## config.mk

```make
export PLATFORM = sky130hd
export DESIGN_NAME = frame_timing_monitor_unit
export DESIGN_NICKNAME = d
export VERILOG_FILES = /design/src/hdl/ftm_pkg.sv /design/src/hdl/ftm_div.sv /design/src/hdl/ftm_dp.sv /design/src/hdl/ftm_ctrl.sv /design/src/hdl/frame_timing_monitor_unit.sv
export SDC_FILE = /design/constraint.sdc
export NUM_CORES = 2
export LEC_CHECK = 0
export ABC_AREA = 1
export BUFFER_PORTS_ARGS = -buffer_cell sky130_fd_sc_hd__buf_2
export CAP_MARGIN = 0
export CORE_MARGIN = 5
export CORE_UTILIZATION = 57
export CTS_CLUSTER_SIZE = 30
export DETAILED_ROUTE_END_ITERATION = 10
export GPL_TIMING_DRIVEN = 0
export PLACE_DENSITY_LB_ADDON = 0.15
export SLEW_MARGIN = 20
export SYNTH_ARGS = -nofsm -noshare
export SYNTH_HDL_FRONTEND = slang
export SYNTH_HIERARCHICAL = 1
export SYNTH_SLANG_ARGS = --single-unit
```

## constraint.sdc

```tcl
create_clock -name clk -period 8.34 [get_ports clk]
set_input_delay 0.834 -clock clk [delete_from_list [all_inputs] [get_ports clk]]
set_output_delay 0.834 -clock clk [all_outputs]
set_load 0.01 [all_outputs]
```

## src/hdl/ftm_pkg.sv

```systemverilog
// shared types, opcodes and field widths of the frame timing monitor
package ftm_pkg;

  // field widths of the request and result items
  localparam int unsigned OP_W       = 4;
  localparam int unsigned TS_W       = 48;
  localparam int unsigned TOTAL_W    = 64;
  localparam int unsigned STAT_W     = 32;
  localparam int unsigned OUT_DATA_W = 7 * STAT_W + TS_W;

  // event opcodes
  localparam logic [OP_W-1:0] OP_FRAME_START  = 4'd0;
  localparam logic [OP_W-1:0] OP_FRAME_END    = 4'd1;
  localparam logic [OP_W-1:0] OP_RENDER_START = 4'd2;
  localparam logic [OP_W-1:0] OP_RENDER_END   = 4'd3;
  localparam logic [OP_W-1:0] OP_FLUSH_START  = 4'd4;
  localparam logic [OP_W-1:0] OP_FLUSH_END    = 4'd5;
  localparam logic [OP_W-1:0] OP_WAIT_START   = 4'd6;
  localparam logic [OP_W-1:0] OP_WAIT_END     = 4'd7;
  localparam logic [OP_W-1:0] OP_REPORT       = 4'd8;

  // which total goes through the shared divider
  localparam logic [1:0] DIV_RENDER = 2'd0;
  localparam logic [1:0] DIV_FLUSH  = 2'd1;
  localparam logic [1:0] DIV_SYNC   = 2'd2;

  // controller to datapath commands
  typedef struct packed {
    logic       capture;
    logic       exec;
    logic       div_start;
    logic       q_store;
    logic       load_out;
    logic [1:0] div_sel;
  } ftm_cmd_t;

  // datapath to controller status
  typedef struct packed {
    logic is_report;
    logic div_done;
  } ftm_sts_t;

endpackage

```

## src/hdl/ftm_div.sv

```systemverilog
// iterative restoring divider, one quotient bit per cycle, 64 by 32 bits
module ftm_div import ftm_pkg::*; (
  input  logic               clk,
  input  logic               rst_n,
  input  logic               start,
  input  logic [TOTAL_W-1:0] dividend,
  input  logic [STAT_W-1:0]  divisor,
  output logic               done,
  output logic [STAT_W-1:0]  quotient
);

  localparam int unsigned STEPS = TOTAL_W;
  localparam int unsigned CNT_W = $clog2(STEPS);
  localparam logic [CNT_W-1:0] CNT_LAST = CNT_W'(STEPS - 1);

  logic               busy_r, busy_nxt;
  logic               done_r, done_nxt;
  logic [CNT_W-1:0]   cnt_r, cnt_nxt;
  logic [STAT_W-1:0]  rem_r, rem_nxt;
  logic [STAT_W-1:0]  dvs_r, dvs_nxt;
  logic [TOTAL_W-1:0] quo_r, quo_nxt;

  logic [STAT_W:0]   shifted;
  logic [STAT_W+1:0] trial;
  logic              fits;

  // one trial subtraction per cycle
  always_comb begin
    shifted = {rem_r, quo_r[TOTAL_W-1]};
    trial   = {1'b0, shifted} - {2'b00, dvs_r};
    fits    = !trial[STAT_W+1];
  end

  // step control
  always_comb begin
    busy_nxt = busy_r;
    done_nxt = 1'b0;
    cnt_nxt  = cnt_r;
    rem_nxt  = rem_r;
    dvs_nxt  = dvs_r;
    quo_nxt  = quo_r;
    if (start) begin
      busy_nxt = 1'b1;
      cnt_nxt  = '0;
      rem_nxt  = '0;
      dvs_nxt  = divisor;
      quo_nxt  = dividend;
    end else if (busy_r) begin
      rem_nxt = fits ? trial[STAT_W-1:0] : shifted[STAT_W-1:0];
      quo_nxt = {quo_r[TOTAL_W-2:0], fits};
      cnt_nxt = cnt_r + 1'b1;
      if (cnt_r == CNT_LAST) begin
        busy_nxt = 1'b0;
        done_nxt = 1'b1;
      end
    end
  end

  always_ff @(posedge clk) begin
    if (!rst_n) begin
      busy_r <= 1'b0;
      done_r <= 1'b0;
      cnt_r  <= '0;
    end else begin
      busy_r <= busy_nxt;
      done_r <= done_nxt;
      cnt_r  <= cnt_nxt;
    end
  end

  always_ff @(posedge clk) begin
    rem_r <= rem_nxt;
    dvs_r <= dvs_nxt;
    quo_r <= quo_nxt;
  end

  assign done     = done_r;
  assign quotient = quo_r[STAT_W-1:0];

endmodule

```

## src/hdl/ftm_dp.sv

```systemverilog
// datapath: time marks, accumulators, divider and result register
module ftm_dp import ftm_pkg::*; #(
  parameter int unsigned TIME_WIDTH = 48
) (
  input  logic                  clk,
  input  logic                  rst_n,
  input  ftm_cmd_t              cmd,
  output ftm_sts_t              sts,
  input  logic [OP_W-1:0]       in_op,
  input  logic [TS_W-1:0]       in_ts,
  output logic [OUT_DATA_W-1:0] out_data
);

  localparam int unsigned TW = TIME_WIDTH;

  // captured request
  logic [OP_W-1:0]    op_r;
  logic [TW-1:0]      now_r;
  logic [TOTAL_W-1:0] diff_r;

  // time marks
  logic [TW-1:0] frame_start_r, frame_start_nxt;
  logic [TW-1:0] frame_end_r, frame_end_nxt;
  logic [TW-1:0] sync_start_r, sync_start_nxt;
  logic [TW-1:0] render_start_r, render_start_nxt;
  logic [TW-1:0] flush_start_r, flush_start_nxt;
  logic [TW-1:0] wait_start_r, wait_start_nxt;
  logic [TW-1:0] last_report_r, last_report_nxt;
  logic          in_frame_r, in_frame_nxt;

  // accumulators
  logic [TOTAL_W-1:0] render_blocked_r, render_blocked_nxt;
  logic [TOTAL_W-1:0] render_total_r, render_total_nxt;
  logic [TOTAL_W-1:0] flush_total_r, flush_total_nxt;
  logic [TOTAL_W-1:0] sync_total_r, sync_total_nxt;
  logic [STAT_W-1:0]  frame_work_r, frame_work_nxt;
  logic [STAT_W-1:0]  frames_acc_r, frames_acc_nxt;
  logic [STAT_W-1:0]  render_samples_r, render_samples_nxt;
  logic [STAT_W-1:0]  max_frame_r, max_frame_nxt;
  logic [STAT_W-1:0]  max_work_r, max_work_nxt;
  logic [STAT_W-1:0]  max_gap_r, max_gap_nxt;

  // quotients and result register
  logic [STAT_W-1:0]     q_r [3];
  logic [OUT_DATA_W-1:0] out_r;

  logic [TW-1:0]      now_in;
  logic [TW-1:0]      mark;
  logic [TOTAL_W-1:0] render_net;
  logic [STAT_W-1:0]  diff_lo;
  logic [TOTAL_W-1:0] div_dividend;
  logic [STAT_W-1:0]  div_q;
  logic               div_done;
  logic [STAT_W-1:0]  avg [3];

  // timestamp taken modulo the time width
  assign now_in = TW'(TOTAL_W'(in_ts));

  // mark that the incoming event measures against
  always_comb begin
    case (in_op)
      OP_FRAME_START: mark = frame_end_r;
      OP_FRAME_END:   mark = frame_start_r;
      OP_RENDER_START: mark = sync_start_r;
      OP_RENDER_END:  mark = render_start_r;
      OP_FLUSH_END:   mark = flush_start_r;
      OP_WAIT_END:    mark = wait_start_r;
      default:        mark = last_report_r;
    endcase
  end

  // capture the request and its time difference
  always_ff @(posedge clk) begin
    if (cmd.capture) begin
      op_r   <= in_op;
      now_r  <= now_in;
      diff_r <= TOTAL_W'(now_in) - TOTAL_W'(mark);
    end
  end

  assign diff_lo    = diff_r[STAT_W-1:0];
  assign render_net = (diff_r > render_blocked_r) ? diff_r - render_blocked_r : '0;

  // state update for one event, or clear after a report
  always_comb begin
    frame_start_nxt    = frame_start_r;
    frame_end_nxt      = frame_end_r;
    sync_start_nxt     = sync_start_r;
    render_start_nxt   = render_start_r;
    flush_start_nxt    = flush_start_r;
    wait_start_nxt     = wait_start_r;
    last_report_nxt    = last_report_r;
    in_frame_nxt       = in_frame_r;
    render_blocked_nxt = render_blocked_r;
    render_total_nxt   = render_total_r;
    flush_total_nxt    = flush_total_r;
    sync_total_nxt     = sync_total_r;
    frame_work_nxt     = frame_work_r;
    frames_acc_nxt     = frames_acc_r;
    render_samples_nxt = render_samples_r;
    max_frame_nxt      = max_frame_r;
    max_work_nxt       = max_work_r;
    max_gap_nxt        = max_gap_r;
    if (cmd.exec) begin
      case (op_r)
        OP_FRAME_START: begin
          in_frame_nxt    = 1'b1;
          frame_start_nxt = now_r;
          sync_start_nxt  = now_r;
          frame_work_nxt  = '0;
          if (frame_end_r != '0 && diff_lo > max_gap_r) begin
            max_gap_nxt = diff_lo;
          end
        end
        OP_FRAME_END: begin
          if (in_frame_r) begin
            frames_acc_nxt = frames_acc_r + 1'b1;
            in_frame_nxt   = 1'b0;
            frame_end_nxt  = now_r;
            if (diff_lo > max_frame_r) begin
              max_frame_nxt = diff_lo;
            end
            if (frame_work_r > max_work_r) begin
              max_work_nxt = frame_work_r;
            end
          end
        end
        OP_RENDER_START: begin
          if (sync_start_r != '0) begin
            sync_total_nxt = sync_total_r + diff_r;
            frame_work_nxt = frame_work_r + diff_lo;
            sync_start_nxt = '0;
          end
          render_start_nxt   = now_r;
          render_blocked_nxt = '0;
        end
        OP_RENDER_END: begin
          if (render_start_r != '0) begin
            render_total_nxt   = render_total_r + render_net;
            frame_work_nxt     = frame_work_r + render_net[STAT_W-1:0];
            render_samples_nxt = render_samples_r + 1'b1;
            render_start_nxt   = '0;
            render_blocked_nxt = '0;
          end
        end
        OP_FLUSH_START: flush_start_nxt = now_r;
        OP_FLUSH_END: begin
          if (flush_start_r != '0) begin
            flush_total_nxt = flush_total_r + diff_r;
            if (render_start_r != '0) begin
              render_blocked_nxt = render_blocked_r + diff_r;
            end
            flush_start_nxt = '0;
          end
        end
        OP_WAIT_START: wait_start_nxt = now_r;
        OP_WAIT_END: begin
          if (wait_start_r != '0) begin
            flush_total_nxt = flush_total_r + diff_r;
            if (render_start_r != '0) begin
              render_blocked_nxt = render_blocked_r + diff_r;
            end
            wait_start_nxt = '0;
          end
        end
        default: ;
      endcase
    end else if (cmd.load_out) begin
      last_report_nxt    = now_r;
      frames_acc_nxt     = '0;
      render_total_nxt   = '0;
      render_samples_nxt = '0;
      flush_total_nxt    = '0;
      sync_total_nxt     = '0;
      max_frame_nxt      = '0;
      max_work_nxt       = '0;
      max_gap_nxt        = '0;
    end
  end

  always_ff @(posedge clk) begin
    if (!rst_n) begin
      frame_start_r    <= '0;
      frame_end_r      <= '0;
      sync_start_r     <= '0;
      render_start_r   <= '0;
      flush_start_r    <= '0;
      wait_start_r     <= '0;
      last_report_r    <= '0;
      in_frame_r       <= 1'b0;
      render_blocked_r <= '0;
      render_total_r   <= '0;
      flush_total_r    <= '0;
      sync_total_r     <= '0;
      frame_work_r     <= '0;
      frames_acc_r     <= '0;
      render_samples_r <= '0;
      max_frame_r      <= '0;
      max_work_r       <= '0;
      max_gap_r        <= '0;
    end else begin
      frame_start_r    <= frame_start_nxt;
      frame_end_r      <= frame_end_nxt;
      sync_start_r     <= sync_start_nxt;
      render_start_r   <= render_start_nxt;
      flush_start_r    <= flush_start_nxt;
      wait_start_r     <= wait_start_nxt;
      last_report_r    <= last_report_nxt;
      in_frame_r       <= in_frame_nxt;
      render_blocked_r <= render_blocked_nxt;
      render_total_r   <= render_total_nxt;
      flush_total_r    <= flush_total_nxt;
      sync_total_r     <= sync_total_nxt;
      frame_work_r     <= frame_work_nxt;
      frames_acc_r     <= frames_acc_nxt;
      render_samples_r <= render_samples_nxt;
      max_frame_r      <= max_frame_nxt;
      max_work_r       <= max_work_nxt;
      max_gap_r        <= max_gap_nxt;
    end
  end

  // dividend select for the shared divider
  always_comb begin
    case (cmd.div_sel)
      DIV_RENDER: div_dividend = render_total_r;
      DIV_FLUSH:  div_dividend = flush_total_r;
      default:    div_dividend = sync_total_r;
    endcase
  end

  ftm_div u_div (
    .clk      (clk),
    .rst_n    (rst_n),
    .start    (cmd.div_start),
    .dividend (div_dividend),
    .divisor  (render_samples_r),
    .done     (div_done),
    .quotient (div_q)
  );

  // keep each quotient as it finishes
  always_ff @(posedge clk) begin
    if (cmd.q_store) begin
      q_r[cmd.div_sel] <= div_q;
    end
  end

  // averages read zero when there was no render
  always_comb begin
    for (int i = 0; i < 3; i++) begin
      avg[i] = (render_samples_r == '0) ? '0 : q_r[i];
    end
  end

  // result register
  always_ff @(posedge clk) begin
    if (cmd.load_out) begin
      out_r <= {diff_r[TS_W-1:0], max_gap_r, max_work_r, max_frame_r,
                avg[DIV_SYNC], avg[DIV_FLUSH], avg[DIV_RENDER], frames_acc_r};
    end
  end

  assign out_data      = out_r;
  assign sts.is_report = (op_r == OP_REPORT);
  assign sts.div_done  = div_done;

endmodule

```

## src/hdl/ftm_ctrl.sv

```systemverilog
// controller: request sequencing, division steps and result handshake
module ftm_ctrl import ftm_pkg::*; (
  input  logic     clk,
  input  logic     rst_n,
  input  logic     in_tvalid,
  output logic     in_tready,
  output logic     out_tvalid,
  input  logic     out_tready,
  input  ftm_sts_t sts,
  output ftm_cmd_t cmd
);

  localparam logic [2:0] S_IDLE  = 3'd0;
  localparam logic [2:0] S_EXEC  = 3'd1;
  localparam logic [2:0] S_START = 3'd2;
  localparam logic [2:0] S_DIV   = 3'd3;
  localparam logic [2:0] S_DONE  = 3'd4;

  logic [2:0] state_r, state_nxt;
  logic [1:0] sel_r, sel_nxt;
  logic       out_valid_r, out_valid_nxt;

  // next state and commands
  always_comb begin
    state_nxt = state_r;
    sel_nxt   = sel_r;
    cmd       = '0;
    case (state_r)
      S_IDLE: begin
        if (in_tvalid) begin
          cmd.capture = 1'b1;
          state_nxt   = S_EXEC;
        end
      end
      S_EXEC: begin
        cmd.exec = 1'b1;
        if (sts.is_report) begin
          sel_nxt   = DIV_RENDER;
          state_nxt = S_START;
        end else begin
          state_nxt = S_IDLE;
        end
      end
      S_START: begin
        cmd.div_start = 1'b1;
        cmd.div_sel   = sel_r;
        state_nxt     = S_DIV;
      end
      S_DIV: begin
        cmd.div_sel = sel_r;
        if (sts.div_done) begin
          cmd.q_store = 1'b1;
          if (sel_r == DIV_SYNC) begin
            state_nxt = S_DONE;
          end else begin
            sel_nxt   = sel_r + 1'b1;
            state_nxt = S_START;
          end
        end
      end
      S_DONE: begin
        if (!out_valid_r || out_tready) begin
          cmd.load_out = 1'b1;
          state_nxt    = S_IDLE;
        end
      end
      default: state_nxt = S_IDLE;
    endcase
  end

  // result valid flag
  always_comb begin
    out_valid_nxt = out_valid_r;
    if (cmd.load_out) begin
      out_valid_nxt = 1'b1;
    end else if (out_tready) begin
      out_valid_nxt = 1'b0;
    end
  end

  always_ff @(posedge clk) begin
    if (!rst_n) begin
      state_r     <= S_IDLE;
      sel_r       <= DIV_RENDER;
      out_valid_r <= 1'b0;
    end else begin
      state_r     <= state_nxt;
      sel_r       <= sel_nxt;
      out_valid_r <= out_valid_nxt;
    end
  end

  assign in_tready  = (state_r == S_IDLE);
  assign out_tvalid = out_valid_r;

  // divider finishes only while the controller waits for it
  a_done_in_div: assert property (@(posedge clk) disable iff (!rst_n)
    sts.div_done |-> (state_r == S_DIV))
    else $error("divider done outside division wait");

  // a report starts the first division right after its update cycle
  a_report_starts_div: assert property (@(posedge clk) disable iff (!rst_n)
    (cmd.exec && sts.is_report) |=> (cmd.div_start && cmd.div_sel == DIV_RENDER))
    else $error("report did not start the divider");

  // a loaded result is offered and the input reopens
  a_load_then_offer: assert property (@(posedge clk) disable iff (!rst_n)
    cmd.load_out |=> (out_valid_r && in_tready))
    else $error("result load did not present the result");

endmodule

```

## src/hdl/frame_timing_monitor_unit.sv

```systemverilog
// frame timing monitor: event timing statistics with periodic report
//
// Input channel in_*: one timestamped event per request, kind in in_tuser,
// time in in_tdata. Result channel out_*: one request per report event with
// counts, per-render averages, maxima and the interval since the last report.
// Ordinary events take a capture step, then an update step; in_tready is high
// again on the cycle after the update. Before a report's result is loaded,
// the three averages go one by one through a shared restoring divider that
// produces one quotient bit per cycle over 64 steps, plus a start step and a
// done step per division. The result sits in an output register; while it
// waits, the block goes on accepting ordinary events. A second report holds
// in the final load step until the previous result has been taken, stalling
// the input meanwhile. Reset clears all time marks, accumulators and the
// result valid flag; the first report measures its interval from time zero.
module frame_timing_monitor_unit import ftm_pkg::*; #(
  parameter int unsigned TIME_WIDTH = 48
) (
  input  logic                  clk,
  input  logic                  rst_n,
  input  logic                  in_tvalid,
  output logic                  in_tready,
  input  logic [TS_W-1:0]       in_tdata,   // timestamp_us
  input  logic [OP_W-1:0]       in_tuser,   // op
  output logic                  out_tvalid,
  input  logic                  out_tready,
  // frame_count, avg_render_us, avg_flush_us, avg_sync_us, max_frame_us,
  // max_work_us, max_gap_us (32 bits each), interval_us (48 bits)
  output logic [OUT_DATA_W-1:0] out_tdata
);

  ftm_cmd_t cmd;
  ftm_sts_t sts;

  ftm_ctrl u_ctrl (
    .clk        (clk),
    .rst_n      (rst_n),
    .in_tvalid  (in_tvalid),
    .in_tready  (in_tready),
    .out_tvalid (out_tvalid),
    .out_tready (out_tready),
    .sts        (sts),
    .cmd        (cmd)
  );

  ftm_dp #(
    .TIME_WIDTH (TIME_WIDTH)
  ) u_dp (
    .clk      (clk),
    .rst_n    (rst_n),
    .cmd      (cmd),
    .sts      (sts),
    .in_op    (in_tuser),
    .in_ts    (in_tdata),
    .out_data (out_tdata)
  );

endmodule

```

# ---- Word-level counts from Yosys, hierarchy flattened
# Memory sizes are Yosys's and may differ from the RTL's. A register that Yosys moved wholly into a read port is not among the register bits.
# Index checks and enable logic that the tools add are counted.
dict set report word_totals {
  wordCells 220
  rom_bits 0
  reg_bits 1219
  out_inout_bits 274
  latch_bits 0
  ramBits 96
  mem_count 1
  in_bits 56
}
dict set report op_classes {
  n_div 0
  n_shift 0
  n_mul 0
  bitwise_logic 3
  n_lt_le_gt_ge 4
  addsub 13
  muxes 79
  n_eq_ne 42
  reduce_logical 47
}
# name words width rd rd_clocked_by_memory_dff write_ports line_no
set mem_list {}
lappend mem_list {u_dp.q_r 3 32 3 3 1 ftm_dp.sv:44} ;# logic [STAT_W-1:0] q_r [3];
# cell n
set ops {}
lappend ops {{64-bit 2-to-1 mux} 17}
lappend ops {{32-bit 2-to-1 mux} 21}
lappend ops {{48-bit one-hot mux with 2 select lines} 4}
lappend ops {{48-bit one-hot mux with 6 select lines} 1}
lappend ops {{64-bit adder} 4}
lappend ops {{64-bit one-hot mux with 2 select lines} 2}
lappend ops {{64-bit one-hot mux with 4 select lines} 1}
lappend ops {{48-bit nonzero test} 5}
lappend ops {{48-bit 2-to-1 mux} 4}
lappend ops {{32-bit greater-than comparator} 3}
lappend ops {{32-bit one-hot mux with 3 select lines} 1}
lappend ops {{32-bit by 1-bit adder with 32-bit output, second input constant} 2}
lappend ops {{32-bit adder} 2}
lappend ops {{64-bit greater-than comparator} 1}
lappend ops {{64-bit subtractor} 1}
lappend ops {{48-bit by 48-bit subtractor with 49-bit output} 1}
lappend ops {{33-bit by 32-bit subtractor with 34-bit output} 1}
lappend ops {{32-bit zero test} 1}
lappend ops {{2-bit by 1-bit inequality test with 1-bit output, second input constant} 16}
lappend ops {{3-bit AND reduction} 10}
lappend ops {{4-bit by 3-bit equality test with 1-bit output, second input constant} 6}
lappend ops {{4-bit AND reduction} 5}
lappend ops {{2-bit nonzero test} 9}
lappend ops {{4-bit by 2-bit equality test with 1-bit output, second input constant} 4}
lappend ops {{other kinds (32)} 66}

# ---- Depth between registers and ports, before layout
dict set report logic_depth {
  depth_word 6
  depth_mapped 39
}

# ---- Modules after synthesis
# The synthesis kept the hierarchy.
# module area_each_um2 cells_per_inst n_inst
set by_module_without_submodules {}
lappend by_module_without_submodules {ftm_dp 75747.6 10342 1}
lappend by_module_without_submodules {ftm_div 8488.1 1148 1}
lappend by_module_without_submodules {ftm_ctrl 381.6 62 1}

# ---- Worst setup path before layout
# Ideal clock, no wire load.
dict set report synth_timing {
  kind {input to register}
  from {input port in_tvalid}
  to {register u_dp.diff_r[0] (enable)}
  path_buffers 0
  setup_time_ns 0.685
  cell_stages 2
  arrival_ns 7.677
  path_slack_ns -0.021
  path_cell_list {inv_1 nor3_1}
}
# item line_no
set synth_rtl {}
lappend synth_rtl {{from (decl)} frame_timing_monitor_unit.sv:20} ;# input logic in_tvalid,
lappend synth_rtl {{to (signal assigned)} ftm_dp.sv:77} ;# diff_r <= TOTAL_W'(now_in) - TOTAL_W'(mark);
lappend synth_rtl {{to (decl)} ftm_dp.sv:19} ;# logic [TOTAL_W-1:0] diff_r;

# ---- Worst setup path in the final report
dict set report layout_timing {
  from {register u_dp.diff_r[0]}
  to {register u_dp.frame_work_r[31]}
}
dict set report layout_via {
  elab_chain_len 5
  elab_cells_between_ends 8
}
# item line_no
set layout_rtl {}
lappend layout_rtl {{64-bit subtractor or 64-bit greater-than comparator (tied branches)} ftm_dp.sv:82} ;# assign render_net = (diff_r > render_blocked_r) ? diff_r - render_blocked_r : '0;
lappend layout_rtl {{64-bit 2-to-1 mux} ftm_dp.sv:82}
lappend layout_rtl {{32-bit adder} ftm_dp.sv:140} ;# frame_work_nxt = frame_work_r + render_net[STAT_W-1:0];
lappend layout_rtl {{32-bit 2-to-1 mux} ftm_dp.sv:138} ;# if (render_start_r != '0) begin
lappend layout_rtl {{32-bit one-hot mux with 3 select lines (*)} ftm_dp.sv:105} ;# case (op_r)
lappend layout_rtl {{to (signal assigned)} ftm_dp.sv:214} ;# frame_work_r <= frame_work_nxt;
lappend layout_rtl {{to (decl)} ftm_dp.sv:36} ;# logic [STAT_W-1:0] frame_work_r, frame_work_nxt;
# Mark *: on every way between the ends. The rest lies on a longest branch, timed or not. The select of a mux whose other input is x is not followed.
# A chain may end at the register's enable or synchronous reset.

==> results.ini <==
[run_status]
outcome=complete, no violations

[floorplanning]
die_x_um=395
num_rows=141
die_y_um=395
initial_core_util=0.573
ios=330
core_sq_mm=0.148
dieArea_sq_mm=0.156

[clock_network]
cts_buffer_depth=3
path_clk_slew_ns=0.06
cts_tree=yes
clock_latency_ns=0.83
htreeDepth=4
cts_setup_buffers=0
clock_sinks=1396
postCtsResizedCells=0
hold_buffers=0
numCtsBuffers=155
root_buffer=clkbuf_16

[critical_path]
r2r-end=u_dp/frame_work_r[31]
cp-endpoint=u_dp/frame_work_r[31]
crit_type=register to register
required_ns=9.08
reg2reg_depth=33
start_kind=register
worstPathMaxFanout=10
cp_slowest_cell=edfxtp_1
regToRegSetupSlack_ns=0.26
crit_start=u_dp/diff_r[0]
r2r-start=u_dp/diff_r[0]
slowest_delay_ns=0.73
crit_path_end_kind=register
crit_path_frequent_cell=nand2_1
cp_data_arrival_time_ns=8.82

[synth]
seq_area_frac_synth=0.397
synth_cell_types=76
syn-cell-area_sq_mm=0.0846
syn_inst=11600
synth_warnings=6
synth_ff_type=dfxtp_1
syn_avg_cell_area_sq_um=7.32
synth_fp_nets=12100
ys_async_sr_fraction=0
synth_seq_cells=1396
synth-edff-count=565

[min_path]
worstHoldPathType=input pin to register
worstHoldStart=in_tdata[7]

[detailed_routing]
viasPerCell=5.98
antenna_left=0
firstDrtPassIters=9
drcViolationCount=0
drt_iter0_drc=10400
wl_um=326000
vias=84600
wire_per_inst_um=23.0

[layout]
final_common_cell=nand2_1
final_core_util=0.645
fin_nets=12700
fin_area_sq_mm=0.0952
area_delta_synth_final_pct=12.5
drive_gt1_frac=0.0772
mostFrequentLayoutCells=2504 x nand2_1, 1722 x inv_1, 1481 x a21oi_1, 995 x nor2_1, 831 x dfxtp_1

[placement]
portBuffers=329
hpwl_um=259000
dpl_cell_area_sq_mm=0.0897
gp_congestion=1.05

[global_route]
grt_antenna_before_repair=21
grt_max_degree=96
grt-ovfl-total=0
track_usage=0.400
grt_pass1_vias=78500
grt_pass1_wl_um=479000

[power_and_ir_drop]
finalPower_mw=18.5
power.density_mw_per_mm2=194
p_leak_nw=41.5
max-vdd-ir-drop_uv=183

[sta]
skew_ns=0.0725
hold_violations=0
slew_viol_final=0
rsz0062_at_grt=no
fmax_mhz=124
post-route-period-util=0.968
finalSetupViolations=0
timing.final.crit_period_ns=8.08
tightest_slew_ns=1.28
relSlewSlack=0.150
fin_setup_tns_ns=0

[job]
maxCapViolCount=0

==> flip-flops by register name, indices dropped and copies added, names as in the netlist, 49 cells and up <==
signal,flops
u_dp/diff_r,49
u_dp/flush_total_r,64
u_dp/q_r,96
u_dp/sync_total_r,64
u_dp/render_total_r,64
u_dp/u_div/quo_r,64
u_dp/render_blocked_r,64
u_dp/out_data,272
==> where the power goes <==
group | total [mW] | internal (mW) | switching (mW)
logic | 3.64 | 1.09 | 2.55
clock network | 7.29 | 4.25 | 3.04
registers | 7.53 | 7.22 | 0.310
==> synth_stat cells, types with 87 or more instances <==
cell type,instances,share of area
nand2_1,2504,0.11
ha_1,517,0.076
dfxtp_1,831,0.20
a31oi_1,102,0.0075
edfxtp_1,565,0.20
o21ai_0,623,0.037
nand3_1,530,0.031
inv_1,1722,0.076
nor2_1,999,0.044
nor3_1,94,0.0056
nand4_1,126,0.0093
a211oi_1,94,0.0083
clkbuf_1,308,0.014
a21oi_1,1482,0.088
nor4_1,87,0.0064
==> worst max-delay path, delay by kind of cell (launching register included) <==
kind	cells	cell delay (ns)
adder cells (fa/ha/maj)	3	1.18
AND/OR/NAND/NOR	20	2.69
flip-flops	1	0.73
AO/OA/AOI/OAI	5	1.36
buffers and inverters	5	2.01
==> worst min path at each step <==
stage                                     to  cells past startpoint
after floorplan           u_dp/out_data[129]                      0
after global placement     u_dp/out_data[15]                      0
after detailed placement  u_dp/out_data[152]                      0
after CTS                      u_dp/now_r[7]                      1
after global routing           u_dp/now_r[5]                      1
final                          u_dp/now_r[7]                      1
==> stage by stage <==
| stage | setup slack [ns] | hold slack (ns) | std cells |
|---|---|---|---|
| 2_1_floorplan | 2.54 | 0.408 | 11600 |
| 3_3_place_gp | -0.593 | 0.414 | 13800 |
| 3_5_place_dp | 0.629 | 0.414 | 13900 |
| 4_1_cts | 0.574 | 0.155 | 14200 |
| 5_1_grt | 0.124 | 0.173 | 14200 |
| 6_report | 0.263 | 0.193 | 14200 |
==> layer usage <==
layer | GRT usage | part of all wire | vias to the layer above
met5 | 0.0123 | 0.00073 | -
met4 | 0.208 | 0.062 | 10
met3 | 0.117 | 0.12 | 912
met2 | 0.594 | 0.42 | 4646
met1 | 0.529 | 0.40 | 39400
li1 | - | - | 39700
==> cell type report <==
type                            count  area [sq um]
Inverter                         1744          6550
Clock buffer                      222          4510
Multi-Input combinational cell   7973         42500
Buffer                            439          2010
Fill cell                       13100         52500
Tap cell                         1930          2410
Clock inverter                     69           938
Antenna cell                       10          25.0
Timing Repair Buffer              379          2600
Sequential cell                  1396         33600
==> cells by family (layout without fill, tap and decap cells) <==
kind of cell | Yosys count | in the layout | synth area share
AOI/OAI and AO/OA | 2755 | 2755 | 0.181
xor gates and xnor gates | 120 | 120 | 0.0124
adders and majority gates | 525 | 525 | 0.0783
buffers and inverters | 2183 | 2853 | 0.101
DFF | 1396 | 1396 | 0.397
other | 0 | 10 | 0
and+or+nand+nor | 4573 | 4573 | 0.230
No activity file was read; power rests on OpenSTA's default activity.
